**config.mk**
```make
export PLATFORM = sky130hd
export DESIGN_NAME = accel_tilt_angle_unit
export DESIGN_NICKNAME = d
export VERILOG_FILES = /design/src/rtl/core/ata_pkg.sv /design/src/rtl/core/ata_isqrt.sv /design/src/rtl/core/ata_cordic_lane.sv /design/src/rtl/core/accel_tilt_angle_unit.sv
export SDC_FILE = /design/constraint.sdc
export NUM_CORES = 2
export LEC_CHECK = 0
export ABC_CLOCK_PERIOD_IN_PS = 22400
export BUFFER_PORTS_ARGS = -buffer_cell sky130_fd_sc_hd__buf_4
export CORE_MARGIN = 2
export CORE_UTILIZATION = 30
export CTS_CLUSTER_SIZE = 24
export DETAILED_ROUTE_END_ITERATION = 10
export GPL_TIMING_DRIVEN = 0
export PLACE_DENSITY = 0.43
export SLEW_MARGIN = 20
export SYNTH_ARGS = -nofsm -noshare
export SYNTH_HDL_FRONTEND = slang
export SYNTH_MEMORY_MAX_BITS = 65536
export SYNTH_SLANG_ARGS = --single-unit
```
**constraint.sdc**
```tcl
create_clock -name clk -period 22.4 [get_ports clk]
set_input_delay 5.6 -clock clk [delete_from_list [all_inputs] [get_ports clk]]
set_output_delay 5.6 -clock clk [all_outputs]
set_load 0.005 [all_outputs]
```
**src/rtl/core/ata_pkg.sv**
```systemverilog
// Package for the tilt angle unit: payload structs, CORDIC constants.
// Depends on nothing.
package ata_pkg;
  localparam int unsigned StatusW  = 8;
  localparam int unsigned FieldW   = 16;
  localparam int unsigned Steps    = 23;
  localparam int unsigned StepW    = 5;
  localparam int unsigned AccFrac  = 16;
  localparam int unsigned Prescale = 7;
  localparam int unsigned AngW     = 24;
  localparam logic [StatusW-1:0] FreshMask = 8'h03;

  typedef struct packed {
    logic [7:0]         status;
    logic signed [15:0] acc_x;
    logic signed [15:0] acc_y;
    logic signed [15:0] acc_z;
    logic signed [15:0] gyro_x;
    logic signed [15:0] gyro_y;
    logic signed [15:0] gyro_z;
  } ata_in_t;

  typedef struct packed {
    logic signed [15:0] angle_x;
    logic signed [15:0] angle_y;
    logic signed [15:0] angle_z;
    logic signed [15:0] held_gyro_x;
    logic signed [15:0] held_gyro_y;
    logic signed [15:0] held_gyro_z;
    logic               fresh;
    logic [2:0]         undefined_axes;
  } ata_out_t;

  typedef struct packed {
    logic start;
    logic step;
  } ata_ctl_t;

  function automatic logic [AngW-1:0] atan_tab(input logic [StepW-1:0] i);
    logic [AngW-1:0] v;
    unique case (i)
      5'd0:  v = 24'd2949120;
      5'd1:  v = 24'd1740967;
      5'd2:  v = 24'd919879;
      5'd3:  v = 24'd466945;
      5'd4:  v = 24'd234379;
      5'd5:  v = 24'd117304;
      5'd6:  v = 24'd58666;
      5'd7:  v = 24'd29335;
      5'd8:  v = 24'd14668;
      5'd9:  v = 24'd7334;
      5'd10: v = 24'd3667;
      5'd11: v = 24'd1833;
      5'd12: v = 24'd917;
      5'd13: v = 24'd458;
      5'd14: v = 24'd229;
      5'd15: v = 24'd115;
      5'd16: v = 24'd57;
      5'd17: v = 24'd29;
      5'd18: v = 24'd14;
      5'd19: v = 24'd7;
      5'd20: v = 24'd4;
      5'd21: v = 24'd2;
      5'd22: v = 24'd1;
      default: v = '0;
    endcase
    return v;
  endfunction
endpackage

```
**src/rtl/core/ata_isqrt.sv**
```systemverilog
// Bit-serial integer square root, one result bit (two radicand bits) a cycle.
// Depends on ata_pkg.
module ata_isqrt
  import ata_pkg::*;
#(
  parameter int unsigned IN_W = 48
) (
  input  logic                clk,
  input  logic                rst_n,
  input  logic                start,
  input  logic [IN_W-1:0]     radicand,
  output logic                done,
  output logic [IN_W/2-1:0]   root
);
  localparam int unsigned RW = IN_W / 2;
  localparam int unsigned CW = $clog2(RW + 1);

  logic [IN_W-1:0] rem_r, rem_nxt, rad_r, rad_nxt;
  logic [RW-1:0]   root_r, root_nxt;
  logic [CW-1:0]   cnt_r, cnt_nxt;
  logic            busy_r, busy_nxt;
  logic [IN_W-1:0] trial, shifted;

  // Restoring method: bring down two radicand bits, try 4r+1.
  always_comb begin
    shifted  = {rem_r[IN_W-3:0], rad_r[IN_W-1 -: 2]};
    trial    = IN_W'({root_r, 2'b01});
    rem_nxt  = rem_r;
    rad_nxt  = rad_r;
    root_nxt = root_r;
    cnt_nxt  = cnt_r;
    busy_nxt = busy_r;
    if (start) begin
      rem_nxt  = '0;
      rad_nxt  = radicand;
      root_nxt = '0;
      cnt_nxt  = CW'(RW);
      busy_nxt = 1'b1;
    end else if (busy_r) begin
      rad_nxt = {rad_r[IN_W-3:0], 2'b00};
      if (shifted >= trial) begin
        rem_nxt  = shifted - trial;
        root_nxt = {root_r[RW-2:0], 1'b1};
      end else begin
        rem_nxt  = shifted;
        root_nxt = {root_r[RW-2:0], 1'b0};
      end
      cnt_nxt = cnt_r - 1'b1;
      if (cnt_r == CW'(1)) busy_nxt = 1'b0;
    end
  end

  always_ff @(posedge clk) begin
    if (!rst_n) begin
      busy_r <= 1'b0;
      cnt_r  <= '0;
    end else begin
      busy_r <= busy_nxt;
      cnt_r  <= cnt_nxt;
    end
    rem_r  <= rem_nxt;
    rad_r  <= rad_nxt;
    root_r <= root_nxt;
  end

  assign done = busy_r && (cnt_r == CW'(1));
  assign root = root_nxt;
endmodule

```
**src/rtl/core/ata_cordic_lane.sv**
```systemverilog
// One CORDIC vectoring lane: atan(n/d) in degrees, one step a cycle while ctl.step is high.
// Depends on ata_pkg.
module ata_cordic_lane
  import ata_pkg::*;
#(
  parameter int unsigned VW = 26,
  parameter int unsigned FRAC = 8
) (
  input  logic                 clk,
  input  logic                 rst_n,
  input  ata_ctl_t             ctl,
  input  logic [StepW-1:0]     step_idx,
  input  logic signed [VW-1:0] num,
  input  logic signed [VW-1:0] den,
  output logic [15:0]          angle,
  output logic                 undef
);
  localparam int unsigned XW = VW + 2;

  logic signed [XW-1:0] x_r, x_nxt, y_r, y_nxt;
  logic signed [AngW:0] z_r, z_nxt;
  logic                 neg_r, zd_r, zn_r, nneg_r;
  logic signed [XW-1:0] ys, xs;
  logic signed [AngW:0] zc;
  logic [AngW:0]        zr;
  logic signed [AngW+1:0] res;

  always_comb begin
    x_nxt = x_r;
    y_nxt = y_r;
    z_nxt = z_r;
    ys = y_r >>> step_idx;
    xs = x_r >>> step_idx;
    if (ctl.start) begin
      x_nxt = den[VW-1] ? -XW'(den) : XW'(den);
      y_nxt = num[VW-1] ? -XW'(num) : XW'(num);
      z_nxt = '0;
    end else if (ctl.step) begin
      if (!y_r[XW-1]) begin
        x_nxt = x_r + ys;
        y_nxt = y_r - xs;
        z_nxt = z_r + $signed({1'b0, atan_tab(step_idx)});
      end else begin
        x_nxt = x_r - ys;
        y_nxt = y_r + xs;
        z_nxt = z_r - $signed({1'b0, atan_tab(step_idx)});
      end
    end
  end

  always_ff @(posedge clk) begin
    x_r <= x_nxt;
    y_r <= y_nxt;
    z_r <= z_nxt;
    if (ctl.start) begin
      neg_r  <= (num[VW-1] != den[VW-1]) && (num != '0);
      nneg_r <= num[VW-1];
      zd_r   <= (den == '0);
      zn_r   <= (num == '0);
    end
  end

  // Clamp to the first quadrant, round to the output fraction, apply sign; d=0: +-90 or 0.
  always_comb begin
    zc = z_r;
    if (z_r < 0) zc = '0;
    if (z_r > $signed((AngW+1)'(90 << AccFrac))) zc = $signed((AngW+1)'(90 << AccFrac));
    if (AccFrac > FRAC) zr = (AngW+1)'(($unsigned(zc) + ((AngW+1)'(1) << (AccFrac - FRAC - 1)))
                              >> (AccFrac - FRAC));
    else zr = $unsigned(zc);
    if (zd_r) begin
      if (zn_r) res = '0;
      else res = nneg_r ? -$signed((AngW+2)'(90 << FRAC)) : $signed((AngW+2)'(90 << FRAC));
    end else begin
      res = neg_r ? -$signed({1'b0, zr}) : $signed({1'b0, zr});
    end
  end

  assign angle = res[15:0];
  assign undef = zd_r && zn_r;
  logic unused_rst;
  assign unused_rst = rst_n;
endmodule

```
**src/rtl/core/accel_tilt_angle_unit.sv**
```systemverilog
// Top level of the tilt angle unit: hold registers, square roots, three
// CORDIC lanes and the result merge. Depends on ata_pkg and its submodules.
//
// Usage: in_valid/in_ready/in_data accept one beat of status and six samples.
// When status bits 1:0 are nonzero the samples are latched, otherwise the held
// samples are reused. One result beat appears on out_valid/out_data per input.
// From the accepting edge to out_valid: go_r starts the roots, the bit-serial
// square roots run (two radicand bits a cycle), cstart_r loads the lanes,
// 23 CORDIC steps set by the shared step counter drive all three lanes in
// parallel, and the result enters the output register.
// One item is processed at a time; in_ready rises again as soon as the result
// sits in the output register, so the next beat is taken while that result
// waits. A stalled receiver holds out_data steady and, once the next item has
// finished, holds in_ready low.
// Reset (rst_n low, synchronous) clears the held samples to zero and empties
// the pipeline; no output beat is pending afterwards.
module accel_tilt_angle_unit
  import ata_pkg::*;
#(
  parameter int unsigned SAMPLE_WIDTH = 16,
  parameter int unsigned ANGLE_FRAC_BITS = 8
) (
  input  logic     clk,
  input  logic     rst_n,
  input  logic     in_valid,
  output logic     in_ready,
  input  ata_in_t  in_data,
  output logic     out_valid,
  input  logic     out_ready,
  output ata_out_t out_data
);
  localparam int unsigned SW = SAMPLE_WIDTH;
  localparam int unsigned SQW = 2 * SW + 2 * Prescale + 2;
  localparam int unsigned RW = SQW / 2;
  localparam int unsigned VW = RW + 2;

  typedef enum logic [3:0] {
    S_IDLE = 4'b0001, S_SQRT = 4'b0010, S_CORD = 4'b0100, S_DONE = 4'b1000
  } st_t;

  st_t st_r, st_nxt;
  logic signed [SW-1:0] ax_r, ay_r, az_r, gx_r, gy_r, gz_r;
  logic [StepW-1:0] step_r, step_nxt;
  logic out_valid_r;
  ata_out_t out_r;
  logic in_acc, sq_done;
  logic [SQW-1:0] rad_yz, rad_xz, rad_xy;
  logic [RW-1:0] rt_yz, rt_xz, rt_xy, rt_xz_u, rt_xy_u;
  logic d1, d2;
  ata_ctl_t ctl;
  logic [15:0] ang0, ang1, ang2;
  logic u0, u1, u2;

  function automatic logic [SQW-1:0] sqsum(input logic signed [SW-1:0] a,
                                           input logic signed [SW-1:0] b);
    logic signed [2*SW-1:0] pa, pb;
    pa = a * a;
    pb = b * b;
    return (SQW'($unsigned(pa)) + SQW'($unsigned(pb))) << (2 * Prescale);
  endfunction

  assign rad_yz = sqsum(ay_r, az_r);
  assign rad_xz = sqsum(ax_r, az_r);
  assign rad_xy = sqsum(ax_r, ay_r);

  assign in_ready = (st_r == S_IDLE);
  assign in_acc = in_valid && in_ready;

  always_ff @(posedge clk) begin
    if (!rst_n) begin
      ax_r <= '0; ay_r <= '0; az_r <= '0;
      gx_r <= '0; gy_r <= '0; gz_r <= '0;
    end else if (in_acc) begin
      if ((in_data.status & FreshMask) != '0) begin
        ax_r <= in_data.acc_x[SW-1:0];
        ay_r <= in_data.acc_y[SW-1:0];
        az_r <= in_data.acc_z[SW-1:0];
        gx_r <= in_data.gyro_x[SW-1:0];
        gy_r <= in_data.gyro_y[SW-1:0];
        gz_r <= in_data.gyro_z[SW-1:0];
      end
    end
  end

  // The fresh flag of the item travels beside the computation.
  logic item_fresh_r;
  logic go_r;
  always_ff @(posedge clk) begin
    if (!rst_n) go_r <= 1'b0;
    else go_r <= in_acc;
    if (in_acc) item_fresh_r <= (in_data.status & FreshMask) != '0;
  end

  ata_isqrt #(.IN_W(SQW)) u_sq0 (.clk, .rst_n, .start(go_r), .radicand(rad_yz),
    .done(sq_done), .root(rt_yz));
  ata_isqrt #(.IN_W(SQW)) u_sq1 (.clk, .rst_n, .start(go_r), .radicand(rad_xz),
    .done(d1), .root(rt_xz_u));
  ata_isqrt #(.IN_W(SQW)) u_sq2 (.clk, .rst_n, .start(go_r), .radicand(rad_xy),
    .done(d2), .root(rt_xy_u));
  assign rt_xz = rt_xz_u;
  assign rt_xy = rt_xy_u;

  logic [RW-1:0] r0_r, r1_r, r2_r;
  always_ff @(posedge clk) begin
    if (sq_done) begin
      r0_r <= rt_yz;
      r1_r <= rt_xz;
      r2_r <= rt_xy;
    end
  end

  logic cstart_r;
  always_ff @(posedge clk) begin
    if (!rst_n) cstart_r <= 1'b0;
    else cstart_r <= sq_done;
  end

  always_comb begin
    st_nxt = st_r;
    step_nxt = step_r;
    unique case (st_r)
      S_IDLE: if (in_acc) st_nxt = S_SQRT;
      S_SQRT: if (cstart_r) begin st_nxt = S_CORD; step_nxt = '0; end
      S_CORD: begin
        step_nxt = step_r + 1'b1;
        if (step_r == StepW'(Steps - 1)) st_nxt = S_DONE;
      end
      S_DONE: if (!out_valid_r || out_ready) st_nxt = S_IDLE;
      default: st_nxt = S_IDLE;
    endcase
  end

  assign ctl.start = cstart_r;
  assign ctl.step = (st_r == S_CORD);

  localparam logic [Prescale-1:0] PZ = '0;
  ata_cordic_lane #(.VW(VW), .FRAC(ANGLE_FRAC_BITS)) u_l0 (.clk, .rst_n, .ctl,
    .step_idx(step_r), .num(VW'($signed({ax_r, PZ}))), .den($signed({2'b00, r0_r})),
    .angle(ang0), .undef(u0));
  ata_cordic_lane #(.VW(VW), .FRAC(ANGLE_FRAC_BITS)) u_l1 (.clk, .rst_n, .ctl,
    .step_idx(step_r), .num(VW'($signed({ay_r, PZ}))), .den($signed({2'b00, r1_r})),
    .angle(ang1), .undef(u1));
  ata_cordic_lane #(.VW(VW), .FRAC(ANGLE_FRAC_BITS)) u_l2 (.clk, .rst_n, .ctl,
    .step_idx(step_r), .num($signed({2'b00, r2_r})), .den(VW'($signed({az_r, PZ}))),
    .angle(ang2), .undef(u2));

  // Merge the three lanes into the output register.
  always_ff @(posedge clk) begin
    if (!rst_n) out_valid_r <= 1'b0;
    else if (st_r == S_DONE && (!out_valid_r || out_ready)) out_valid_r <= 1'b1;
    else if (out_ready) out_valid_r <= 1'b0;
    if (st_r == S_DONE && (!out_valid_r || out_ready)) begin
      out_r.angle_x <= ang0;
      out_r.angle_y <= ang1;
      out_r.angle_z <= ang2;
      out_r.held_gyro_x <= 16'($signed(gx_r));
      out_r.held_gyro_y <= 16'($signed(gy_r));
      out_r.held_gyro_z <= 16'($signed(gz_r));
      out_r.fresh <= item_fresh_r;
      out_r.undefined_axes <= {u2, u1, u0};
    end
  end

  always_ff @(posedge clk) begin
    if (!rst_n) begin
      st_r <= S_IDLE;
      step_r <= '0;
    end else begin
      st_r <= st_nxt;
      step_r <= step_nxt;
    end
  end

  logic unused;
  assign unused = d1 ^ d2;
  assign out_valid = out_valid_r;
  assign out_data = out_r;
endmodule

```
==> flow_metrics.env <==
export IMPL_die_area_sq_mm=0.3302
export IMPL_drc=0
export IMPL_synth_cell_type_count=114
export IMPL_ctsHtreeMaxLevel=3
export IMPL_timing_rr_start="step_r[4]"
export IMPL_worstHoldPathType="flop to flop"
export IMPL_port_buffers=202
export IMPL_pwr_share_seq=0.273
export IMPL_wl_per_cell_um=26.42
export IMPL_core_sq_mm=0.3240
export IMPL_placed_cells=15600
export IMPL_ios=210
export IMPL_utilization=0.3374
export IMPL_die_h_um=574.6
export IMPL_hold_viol_final=0
export IMPL_critPathLaunchType="flop"
export IMPL_async_flop_share=0
export IMPL_p_comb_frac=0.474
export IMPL_fin_ws_ns=10.17
export IMPL_rsz0062_at_grt="no"
export IMPL_vias_per_cell=5.370
export IMPL_status="finished clean"
export IMPL_drv_slew=0
export IMPL_worst_path_buf_inv=10
export IMPL_worstMarginPinSlew_ns=1.272
export IMPL_ant_nets=0
export IMPL_die_w_um=574.6
export IMPL_antenna_found_initial=27
export IMPL_avgSynthCellArea_sq_um=8.843
export IMPL_synthesis_area_sq_mm=0.09767
export IMPL_crit_path_max_fanout=10
export IMPL_pwr_share_clk=0.253
export IMPL_area_growth_syn_to_layout_pct=11.91
export IMPL_ir_worst_vdd_v=0.00007083
export IMPL_syn_inst=11050
export IMPL_cts_tree="done"
export IMPL_relSlewSlack=0.1518
export IMPL_grt_pass1_vias=85710
export IMPL_swShare=0.4205
export IMPL_yosysSeqAreaShare=0.2271
export IMPL_synth_edff_count=442
export IMPL_cts_root_buf="clkbuf_16"
export IMPL_path_clk_slew_ns=0.07
export IMPL_pre_cts_ws_ns=10.71
export IMPL_post_cts_buffers=0
export IMPL_setup_viol=0
export IMPL_path_delay_family="buffers and inverters"
export IMPL_rows=209
export IMPL_drt_first_pass_iters=5
export IMPL_layoutNonFillerInstCount=15830
export IMPL_post_route_period_util=0.5458
export IMPL_synthesis_nets=12580
export IMPL_fin_skew_ns=0.1030
export IMPL_critPathKind="flop to flop"
export IMPL_synth_top_area_frac=0.1490
export IMPL_p_sw_mw=3.334
export IMPL_p_int_mw=4.594
export IMPL_grt_ovfl_total=0
export IMPL_grt_usage=0.2481
export IMPL_design_area_sq_mm=0.1093
export IMPL_place_area_sq_mm=0.1053
export IMPL_synthTopCellsByArea="fa_1 15%, edfxtp_1 14%, dfxtp_1 9.1%, ha_1 9.0%, inv_1 4.9%"
export IMPL_grt_max_degree=83
export IMPL_crit_arrival_ns=12.98
export IMPL_fin_setup_tns_ns=0
export IMPL_synth_main_ff_cell="dfxtp_1"
export IMPL_crit_path_max_incr_delay_ns=0.99
export IMPL_synth_yosys_warnings=0
export IMPL_leakage_nw=46.43
export IMPL_power_mw=7.928
export IMPL_clock_path_buffers=4
export IMPL_synth_largest_area_cell="fa_1"
export IMPL_hpwlAfterDp_um=337000
export IMPL_drt_iter0_drc=7630
export IMPL_grt_pass1_wl_um=602600
export IMPL_post_route_cells_drive_above_1_share=0.08850
export IMPL_clk_latency_ns=0.92
export IMPL_hold_buffers=0
export IMPL_timing_hold_ws_ns=0.4180
export IMPL_required_ns=23.16
export IMPL_wirelength_um=418300
export IMPL_clock_sinks=887
export IMPL_finalCriticalPeriod_ns=12.23
export IMPL_ys_top_cells_by_count="1,283 x inv_1, 1,198 x nand2_1, 897 x nor2_1"
export IMPL_startpoint="step_r[4]"
export IMPL_yosysMostFrequentCell="inv_1"
export IMPL_vias=85000
export IMPL_globalplace_congestion=0.9997
export IMPL_min_from="gy_r[15]"
export IMPL_cts_buffers=120
export IMPL_postCtsResizedCells=0
export IMPL_max_cap_violations=0
export IMPL_fmax_mhz=81.79
export IMPL_synth_seq_cells=887
export IMPL_slowest_stage="clkbuf_1"
export IMPL_start_util=0.3015
export IMPL_critPathCaptureType="flop"
export IMPL_finalNetCount=12930
export IMPL_power_density_mw_per_mm2=72.53
==> worst reg2reg max path, delay by kind of cell, from the launching register on <==
family | cells | cell delay [ns]
AND/OR/NAND/NOR | 8 | 1.41
flip-flops | 1 | 0.48
AO/OA/AOI/OAI | 9 | 2.31
XOR/XNOR | 2 | 0.73
buffers and inverters | 10 | 6.51
adder cells (fa/ha/maj) | 2 | 0.69
==> layout by cell type (no fill, tap or decap), drive strengths merged, types with 31 or more instances in the layout <==
cell / n
nand2b: 103
o21bai: 57
or2: 39
mux2i: 180
xor2: 267
and3: 75
o21ai: 546
inv: 1296
a21o: 221
buf: 370
o22ai: 42
ha: 703
a211oi: 129
clkbuf: 515
nor2b: 95
fa: 727
xnor2: 520
nor4: 64
or3: 57
nor3: 162
a31oi: 94
nor2: 903
a311oi: 31
mux2: 134
and2: 169
a21oi: 639
o211ai: 56
clkinv: 56
dfxtp: 445
o31ai: 57
a21boi: 142
mux4: 204
o21a: 123
nand4: 47
nand2: 1203
nand3: 165
edfxtp: 442
==> cell type report <==
class / instances / area [sq um]
diodes: 12 / 30.03
well taps: 4325 / 5411
clock inverters: 74 / 745.7
clock buffers: 146 / 3213
repair buffers: 227 / 2013
multi-input cells: 8349 / 68540
plain buffers: 512 / 2292
inverters: 1297 / 4876
fillers: 33670 / 214700
flip-flops and latches: 887 / 22180
==> power groups by stage <==
stage,sequential (mW),clock [mW],combinational (mW)
floorplan,2.11,0,2.76
global placement,2.19,0,3.66
detailed placement,2.19,0,3.71
CTS,2.16,2.07,3.74
global route,2.19,2.11,4.18
finish,2.16,2.01,3.76
==> cells by family (layout without fill, tap and decap cells) <==
family	count (synthesis)	after routing	share of synthesized area
buffers and inverters	1809	2256	0.07248
DFF	887	887	0.2271
other	0	12	0
muxes	518	518	0.08159
and+or+nand+nor	3188	3188	0.1494
xor gates and xnor gates	788	788	0.07081
AOI/OAI and AO/OA	2425	2425	0.1596
adders and majority gates	1430	1430	0.2391
==> routing by layer <==
| metal | share of wire | GRT usage |
|---|---|---|
| met1 | 0.43 | 0.3260 |
| met2 | 0.45 | 0.3983 |
| met5 | 0.00016 | 0 |
| met3 | 0.066 | 0.03994 |
| met4 | 0.053 | 0.1155 |
==> worst paths after layout <==
path | cells after the start | slack (ns) | to
max | 31 | 10.17 | u_l1.x_r[26]
min | 0 | 0.42 | out_data[35]
min reg2reg | 0 | 0.42 | out_data[35]
max reg2reg | 31 | 10.17 | u_l1.x_r[26]
==> state kept, by name, indices dropped and copies added (netlist names), 25 cells and up, named ones only <==
name / count
u_l1.y_r: 28
u_l0.x_r: 28
u_l0.z_r: 25
u_sq0.rad_r: 34
u_l1.x_r: 28
u_sq1.rem_r: 46
u_l1.z_r: 25
u_sq1.rad_r: 34
u_l2.z_r: 25
u_sq0.rem_r: 46
out_data: 100
u_sq2.rad_r: 34
u_l2.x_r: 28
u_l2.y_r: 28
u_sq2.rem_r: 46
u_l0.y_r: 28
Power figures use the tool's default switching activity.
